<file path="src/rtl/core/rational_arith_unit_assert.svh">
// assertion macros for the rational arithmetic unit
`ifndef RATIONAL_ARITH_UNIT_ASSERT_SVH
`define RATIONAL_ARITH_UNIT_ASSERT_SVH
`ifndef SYNTHESIS
`define RAU_ASSERT(lbl, clk, rstn, prop, msg) \
    lbl: assert property (@(posedge clk) disable iff (!rstn) prop) else $error(msg);
`define RAU_ASSERT_NEXT(lbl, clk, rstn, ante, cons, msg) \
    lbl: assert property (@(posedge clk) disable iff (!rstn) ante |=> cons) else $error(msg);
`else
`define RAU_ASSERT(lbl, clk, rstn, prop, msg)
`define RAU_ASSERT_NEXT(lbl, clk, rstn, ante, cons, msg)
`endif
`endif

</file>
<file path="src/rtl/core/rau_pkg.sv">
`timescale 1ns / 1ps
package rau_pkg;
    localparam int OPERAND_BITS_DEF = 16;
    localparam int IN_W   = 16;
    localparam int W_NUM  = 33;
    localparam int W_DEN  = 31;
    localparam int W_FRAC = 31;

    localparam logic [1:0] CMD_ADD = 2'd0;
    localparam logic [1:0] CMD_SUB = 2'd1;
    localparam logic [1:0] CMD_MUL = 2'd2;
    localparam logic [1:0] CMD_DIV = 2'd3;

    typedef enum logic [3:0] {
        S_IDLE, S_MUL0, S_MUL1, S_MUL2, S_COMB, S_ABS, S_GSH, S_GLP,
        S_D1S, S_D1W, S_D2S, S_D2W, S_D3S, S_D3W, S_FIN
    } t_state;
endpackage

</file>
<file path="src/rtl/core/rau_div.sv">
`timescale 1ns / 1ps
module rau_div #(
    parameter int WIDTH = 2 * rau_pkg::OPERAND_BITS_DEF
) (
    input  logic             i_clk,
    input  logic             i_rst_n,
    input  logic             i_start,
    input  logic [WIDTH-1:0] i_dividend,
    input  logic [WIDTH-1:0] i_divisor,
    output logic             o_done,
    output logic [WIDTH-1:0] o_quot,
    output logic [WIDTH-1:0] o_rem
);
    import rau_pkg::*;

    localparam int CW = $clog2(WIDTH + 1);

    logic [WIDTH-1:0] r_quo, r_rem, r_dv;
    logic [CW-1:0]    r_cnt;
    logic             r_busy, r_done;
    logic [WIDTH:0]   shifted;
    logic             ge;

    assign shifted = {r_rem, r_quo[WIDTH-1]};
    assign ge      = shifted >= {1'b0, r_dv};

    always_ff @(posedge i_clk) begin
        if (!i_rst_n) begin
            r_busy <= 1'b0;
            r_done <= 1'b0;
            r_cnt  <= '0;
        end else begin
            r_done <= 1'b0;
            if (i_start) begin
                r_busy <= 1'b1;
                r_cnt  <= CW'(WIDTH);
                r_quo  <= i_dividend;
                r_rem  <= '0;
                r_dv   <= i_divisor;
            end else if (r_busy) begin
                r_rem <= ge ? WIDTH'(shifted - {1'b0, r_dv}) : WIDTH'(shifted);
                r_quo <= {r_quo[WIDTH-2:0], ge};
                r_cnt <= r_cnt - CW'(1);
                if (r_cnt == CW'(1)) begin
                    r_busy <= 1'b0;
                    r_done <= 1'b1;
                end
            end
        end
    end

    assign o_done = r_done;
    assign o_quot = r_quo;
    assign o_rem  = r_rem;
endmodule

</file>
<file path="src/rtl/core/rational_arith_unit.sv">
`timescale 1ns / 1ps
// One item at a time: start is taken while busy is low, and the result appears
// on o_valid for a single cycle, so the receiver must take it then. An item
// forms three products on the shared multiplier, takes two steps to combine
// and fold the sign, runs a binary gcd of one compare-subtract or shift per
// cycle, then makes three passes of the bit-serial divider, and last forms the
// outputs. When the result denominator is zero it skips the gcd and the
// divider and goes straight to forming the outputs. Busy stays high the
// whole time.
`include "rational_arith_unit_assert.svh"
module rational_arith_unit #(
    parameter int OPERAND_BITS = rau_pkg::OPERAND_BITS_DEF
) (
    input  logic                              i_clk,
    input  logic                              i_rst_n,
    input  logic                              start,
    output logic                              busy,
    input  logic [1:0]                        i_cmd,
    input  logic [rau_pkg::IN_W-1:0]          i_a_num,
    input  logic [rau_pkg::IN_W-1:0]          i_a_den,
    input  logic [rau_pkg::IN_W-1:0]          i_b_num,
    input  logic [rau_pkg::IN_W-1:0]          i_b_den,
    output logic                              o_valid,
    output logic                              o_status,
    output logic signed [rau_pkg::W_NUM-1:0]  o_raw_num,
    output logic [rau_pkg::W_DEN-1:0]         o_raw_den,
    output logic signed [rau_pkg::W_NUM-1:0]  o_red_num,
    output logic [rau_pkg::W_DEN-1:0]         o_red_den,
    output logic signed [rau_pkg::W_NUM-1:0]  o_whole_part,
    output logic signed [rau_pkg::W_FRAC-1:0] o_frac_num
);
    import rau_pkg::*;

    localparam int OB = OPERAND_BITS;
    localparam int MW = 2 * OB;
    localparam int SW = MW + 1;
    localparam int KW = $clog2(MW + 1);

    t_state r_state, n_state;

    logic [1:0]             r_cmd;
    logic signed [OB-1:0]   r_an, r_ad, r_bn, r_bd;
    logic signed [MW-1:0]   r_p0, r_p1, r_p2;
    logic signed [SW-1:0]   r_num;
    logic [MW-1:0]          r_den, r_mag, r_x, r_y, r_g, r_rmag, r_rden, r_q, r_r;
    logic [KW-1:0]          r_k;
    logic                   r_neg, r_stat, r_valid;

    logic signed [OB-1:0]   m_a, m_b;
    logic signed [MW-1:0]   m_p;
    logic signed [SW-1:0]   sum;
    logic [MW:0]            diff;
    logic                   div_start, div_done;
    logic [MW-1:0]          div_a, div_b, div_q, div_r;
    logic signed [SW-1:0]   rn, wh, fr;

    // shared multiplier
    always_comb begin
        m_a = r_ad;
        m_b = r_bd;
        case (r_state)
            S_MUL0: begin
                m_a = r_an;
                m_b = (r_cmd == CMD_MUL) ? r_bn : r_bd;
            end
            S_MUL1: begin
                m_a = r_ad;
                m_b = r_bn;
            end
            S_MUL2: begin
                m_a = r_ad;
                m_b = (r_cmd == CMD_DIV) ? r_bn : r_bd;
            end
            default: begin
                m_a = r_ad;
                m_b = r_bd;
            end
        endcase
    end
    assign m_p = m_a * m_b;

    always_comb begin
        case (r_cmd)
            CMD_ADD: sum = SW'(r_p0) + SW'(r_p1);
            CMD_SUB: sum = SW'(r_p0) - SW'(r_p1);
            default: sum = SW'(r_p0);
        endcase
    end

    assign diff = {1'b0, r_x} - {1'b0, r_y};

    // next state
    always_comb begin
        n_state = r_state;
        case (r_state)
            S_IDLE: if (start) n_state = S_MUL0;
            S_MUL0: n_state = S_MUL1;
            S_MUL1: n_state = S_MUL2;
            S_MUL2: n_state = S_COMB;
            S_COMB: n_state = S_ABS;
            S_ABS:  n_state = (r_den == '0) ? S_FIN : S_GSH;
            S_GSH:  if (r_x[0] || r_y[0]) n_state = S_GLP;
            S_GLP:  if (r_x == '0 || r_y == '0) n_state = S_D1S;
            S_D1S:  n_state = S_D1W;
            S_D1W:  if (div_done) n_state = S_D2S;
            S_D2S:  n_state = S_D2W;
            S_D2W:  if (div_done) n_state = S_D3S;
            S_D3S:  n_state = S_D3W;
            S_D3W:  if (div_done) n_state = S_FIN;
            S_FIN:  n_state = S_IDLE;
            default: n_state = S_IDLE;
        endcase
    end

    // control outputs
    always_comb begin
        busy      = (r_state != S_IDLE);
        div_start = 1'b0;
        div_a     = r_rmag;
        div_b     = r_rden;
        case (r_state)
            S_D1S: begin
                div_start = 1'b1;
                div_a     = r_mag;
                div_b     = r_g;
            end
            S_D2S: begin
                div_start = 1'b1;
                div_a     = r_den;
                div_b     = r_g;
            end
            S_D3S: begin
                div_start = 1'b1;
            end
            default: begin
                div_start = 1'b0;
            end
        endcase
    end

    rau_div #(.WIDTH(MW)) u_div (
        .i_clk      (i_clk),
        .i_rst_n    (i_rst_n),
        .i_start    (div_start),
        .i_dividend (div_a),
        .i_divisor  (div_b),
        .o_done     (div_done),
        .o_quot     (div_q),
        .o_rem      (div_r)
    );

    assign rn = r_neg ? -signed'({1'b0, r_rmag}) : signed'({1'b0, r_rmag});
    assign wh = r_neg ? -signed'({1'b0, r_q}) : signed'({1'b0, r_q});
    assign fr = (r_neg && r_q == '0) ? -signed'({1'b0, r_r}) : signed'({1'b0, r_r});

    always_ff @(posedge i_clk) begin
        if (!i_rst_n) begin
            r_state <= S_IDLE;
            r_valid <= 1'b0;
        end else begin
            r_state <= n_state;
            r_valid <= (r_state == S_FIN);
        end
    end

    // datapath
    always_ff @(posedge i_clk) begin
        case (r_state)
            S_IDLE: begin
                r_cmd <= i_cmd;
                r_an  <= signed'(OB'(i_a_num));
                r_ad  <= signed'(OB'(i_a_den));
                r_bn  <= signed'(OB'(i_b_num));
                r_bd  <= signed'(OB'(i_b_den));
            end
            S_MUL0: r_p0 <= m_p;
            S_MUL1: r_p1 <= m_p;
            S_MUL2: r_p2 <= m_p;
            S_COMB: begin
                r_num <= r_p2[MW-1] ? -sum : sum;
                r_den <= r_p2[MW-1] ? MW'(-r_p2) : MW'(r_p2);
            end
            S_ABS: begin
                r_neg  <= r_num[SW-1];
                r_mag  <= r_num[SW-1] ? MW'(-r_num) : MW'(r_num);
                r_x    <= r_num[SW-1] ? MW'(-r_num) : MW'(r_num);
                r_y    <= r_den;
                r_k    <= '0;
                r_stat <= (r_den == '0);
            end
            S_GSH: begin
                if (!r_x[0] && !r_y[0]) begin
                    r_x <= r_x >> 1;
                    r_y <= r_y >> 1;
                    r_k <= r_k + KW'(1);
                end
            end
            S_GLP: begin
                if (r_x == '0) begin
                    r_g <= MW'(r_y << r_k);
                end else if (r_y == '0) begin
                    r_g <= MW'(r_x << r_k);
                end else if (!r_x[0]) begin
                    r_x <= r_x >> 1;
                end else if (!r_y[0]) begin
                    r_y <= r_y >> 1;
                end else if (!diff[MW]) begin
                    r_x <= diff[MW-1:0];
                end else begin
                    r_y <= MW'(-diff);
                end
            end
            S_D1W: if (div_done) r_rmag <= div_q;
            S_D2W: if (div_done) r_rden <= div_q;
            S_D3W: begin
                if (div_done) begin
                    r_q <= div_q;
                    r_r <= div_r;
                end
            end
            S_FIN: begin
                o_status  <= r_stat;
                o_raw_num <= W_NUM'(r_num);
                o_raw_den <= W_DEN'(r_den);
                if (r_stat) begin
                    o_red_num    <= '0;
                    o_red_den    <= '0;
                    o_whole_part <= '0;
                    o_frac_num   <= '0;
                end else begin
                    o_red_num    <= W_NUM'(rn);
                    o_red_den    <= W_DEN'(r_rden);
                    o_whole_part <= W_NUM'(wh);
                    o_frac_num   <= W_FRAC'(fr);
                end
            end
            default: begin
                r_cmd <= r_cmd;
            end
        endcase
    end

    assign o_valid = r_valid;

    `RAU_ASSERT(a_valid_idle, i_clk, i_rst_n, o_valid |-> (r_state == S_IDLE), "result outside idle")
    `RAU_ASSERT_NEXT(a_start_busy, i_clk, i_rst_n, start && !busy, busy, "item not taken")
    `RAU_ASSERT(a_div_done, i_clk, i_rst_n, div_done |-> (r_state == S_D1W || r_state == S_D2W || r_state == S_D3W), "divider done out of step")
endmodule

</file>
<file path="config.mk">
export PLATFORM = sky130hd
export DESIGN_NAME = rational_arith_unit
export DESIGN_NICKNAME = d
export VERILOG_FILES = /design/src/rtl/core/rau_pkg.sv /design/src/rtl/core/rau_div.sv /design/src/rtl/core/rational_arith_unit.sv
export VERILOG_INCLUDE_DIRS = /design/src /design/src/rtl/core
export SDC_FILE = /design/constraint.sdc
export NUM_CORES = 2
export LEC_CHECK = 0
export ABC_AREA = 1
export ABC_CLOCK_PERIOD_IN_PS = 10200
export BUFFER_PORTS_ARGS = -buffer_cell sky130_fd_sc_hd__buf_2
export CAP_MARGIN = 15
export CORE_MARGIN = 4
export CORE_UTILIZATION = 50
export CTS_CLUSTER_SIZE = 14
export DETAILED_ROUTE_END_ITERATION = 7
export GPL_TIMING_DRIVEN = 0
export PLACE_DENSITY = 0.67
export SLEW_MARGIN = 10
export SYNTH_ARGS = -nofsm -noshare
export SYNTH_HDL_FRONTEND = slang
export SYNTH_SLANG_ARGS = --single-unit
</file>
<file path="constraint.sdc">
create_clock -name i_clk -period 10.2 [get_ports i_clk]
set_input_delay 1.53 -clock i_clk [delete_from_list [all_inputs] [get_ports i_clk]]
set_output_delay 1.53 -clock i_clk [all_outputs]
set_load 0.02 [all_outputs]
</file>
==> flow_summary.toml <==
[global_routing]
use_met2 = 0.564
antenna_found_initial = 7
grt_pass1_wl_um = 278000
grt_max_degree = 35
gr-usage-all-layers = 0.333
top_usage_layer = "met2"
grt.overflow.total = 0
grt_pass1_vias = 43400
use_met3 = 0.0472
grt_util_met1 = 0.417

[final_layout]
layout-drive-gt1-share = 0.0936
layout.nets = 7065
layout_commonest_cell = "nand2_1"
fin_util = 0.567
syn_to_final_growth_pct = 12.5
layout_common_cells = "1319 x nand2_1, 1022 x inv_1, 779 x edfxtp_1"
postLayoutCellArea_sq_um = 60700
fin_cells = 8018

[sta]
holdWs_ps = 484
finClkSkew_ps = 64.5
relSlewSlack = 0.249
finalWorstPathRequiredPeriod_ps = 9380
drv_slew = 0
max_clock_freq_mhz = 107
hold_viol = 0
finalSetupViolCount = 0
worstMarginPinSlew_ps = 1110
fin_crit_sh = 0.920
rsz0062_at_grt = "false"

[worst_hold_path]
holdPathStages = 2
hold_class = "flip-flop to flip-flop"
min_to = "u_div.r_cnt[1]"
worstHoldStart = "u_div.r_cnt[1]"

[route]
drt_iter0_drc = 4505
antenna_left = 0
vias_per_cell = 5.65
vias = 45300
wl_per_cell_um = 23.8
dr.pass1.iters = 6
drt_wl_total_um = 191000
route.detailed.drc = 0

[critical_path]
end_kind = "flip-flop"
r2r-end = "r_p2[30]"
worstReg2RegStart = "r_state[0]"
required_ps = 10560
worstPathMaxFanout = 10
slowest_delay_ps = 860
r2r_cells = 32
worst_path_most_repeated_cell = "inv_1"
cp.arrival_ps = 9740
cpMaxStageDelayCell = "fa_2"
crit_path_start_kind = "flip-flop"
reg2reg_slack_ps = 820
critical_path_class = "flip-flop to flip-flop"

[clock_network]
cts_buffers = 87
clock_latency_ps = 720
cts_sinks = 792
ctsHoldBuffers = 0
path_clk_slew_ps = 60
cts_buffer_depth = 3
clock-root-buffer = "clkbuf_16"
cts_htree_levels = 3
cts_tree = "done"

[logic_synthesis]
ys_warn_count = 0
ys_ff_latch = 792
ys_async_sr_fraction = 0
syn_inst = 6152
synth_edf_count = 779
yosysUniqueCellTypes = 70
syn_area_sq_um = 54000
synthFlopType = "edfxtp_1"
ys_seq_area_frac = 0.438
yosysTopAreaCellShare = 0.434
synth_fp_nets = 6677
yosys.area.top_type = "edfxtp_1"
synthTopCellsByArea = "edfxtp_1 43%, fa_1 9.8%, nand2_1 9.2%, inv_1 7.1%, nor2_1 4.4%"
synth.avg_cell_area_sq_um = 8.77

[placed_design]
placed_area_sq_um = 57700
portBuffers = 263
place.gp.congestion = 1.04
place_hpwl_um = 158000
placed_cells = 7852

[run_status]
outcome = "finished clean"

[floorplanning]
die_width_um = 336
core_sq_um = 107000
rows = 120
die_area_sq_um = 113000
die_h_um = 336
ios = 264
start_util = 0.504

[flow_run]
cap_violations = 0
-- through the flow --
step	setup WS, ps	setup TNS, ps
finish	819	0
global route	414	0
CTS	124	0
detailed placement	47.1	0
global placement	-3150	-671100
floorplan	764	0
-- synth_stat cells, drive strengths merged (12+ instances only) --
| cell type | instances |
|---|---|
| a21oi | 251 |
| a221oi | 38 |
| a22oi | 17 |
| a31oi | 17 |
| and2 | 12 |
| and3 | 16 |
| buf | 50 |
| clkbuf | 109 |
| clkinv | 14 |
| dfxtp | 13 |
| edfxtp | 779 |
| fa | 265 |
| ha | 191 |
| inv | 1034 |
| nand2 | 1347 |
| nand3 | 427 |
| nand3b | 13 |
| nand4 | 80 |
| nor2 | 656 |
| nor3 | 109 |
| nor4 | 47 |
| o211ai | 12 |
| o21a | 13 |
| o21ai | 303 |
| o21bai | 16 |
| o221ai | 29 |
| o22ai | 13 |
| o31ai | 13 |
| or2 | 31 |
| xnor2 | 67 |
| xor2 | 121 |
-- worst max-delay path by stage --
stage,startpoint,end
global route,r_state[1],r_p2[30]
detailed placement,r_state[0],r_p0[30]
finish,r_state[0],r_p2[30]
CTS,r_state[0],r_p2[30]
floorplan,r_state[1],o_frac_num[0]
global placement,r_state[1],o_raw_num[5]
-- per-layer routing --
| layer | wire length (um) | vias up |
|---|---|---|
| li1 | - | 21100 |
| met1 | 73900 | 21600 |
| met2 | 91100 | 2151 |
| met3 | 13900 | 444 |
| met4 | 11800 | 4 |
| met5 | 25 | - |
-- cell type report --
cell class / count / area, sq um
diodes: 4 / 10.0
flip-flops and latches: 792 / 23700
fillers: 9762 / 46400
repair buffers: 299 / 1860
clock buffers: 102 / 2240
plain buffers: 159 / 677
well taps: 1403 / 1760
inverters: 1048 / 3930
clock inverters: 58 / 748
multi-input cells: 4153 / 25800
-- registers in the layout (all words and copies together) (netlist names), 32 cells and up --
| register | cells |
|---|---|
| r_g | 32 |
| u_div.o_quot | 32 |
| r_mag | 32 |
| u_div.o_rem | 32 |
| r_p1 | 32 |
| r_x | 32 |
| r_q | 32 |
| o_raw_num | 33 |
| r_p0 | 32 |
| o_red_num | 33 |
| r_y | 32 |
| u_div.r_dv | 32 |
| r_num | 33 |
| r_den | 32 |
| r_rmag | 32 |
| r_rden | 32 |
| o_whole_part | 33 |
| r_p2 | 32 |
-- worst max-delay path, delay by kind of cell, from the launching register on --
kind,cells,cell delay [ps]
fa+ha+maj,7,4000
buf+inv,9,1920
simple gates,12,1690
xor+xnor,1,640
compound gates,3,460
flops,1,300
-- repair_timing --
item | CTS | global route
pin swaps | 0 | 1
setup buffers | 0 | 1
gates resized for setup | 1 | 1
setup endpoints to repair | 2 | 18
-- cell families after synthesis --
group           Yosys count  share of synthesized area
buf+inv                1207                     0.0855
fa+ha+maj               456                      0.143
xor+xnor                188                     0.0308
flops                   792                      0.438
compound gates          758                     0.0833
simple gates           2751                      0.219
Power is not shown: default switching activity piles up to over one toggle a cycle in this logic, so the estimate is an artifact.
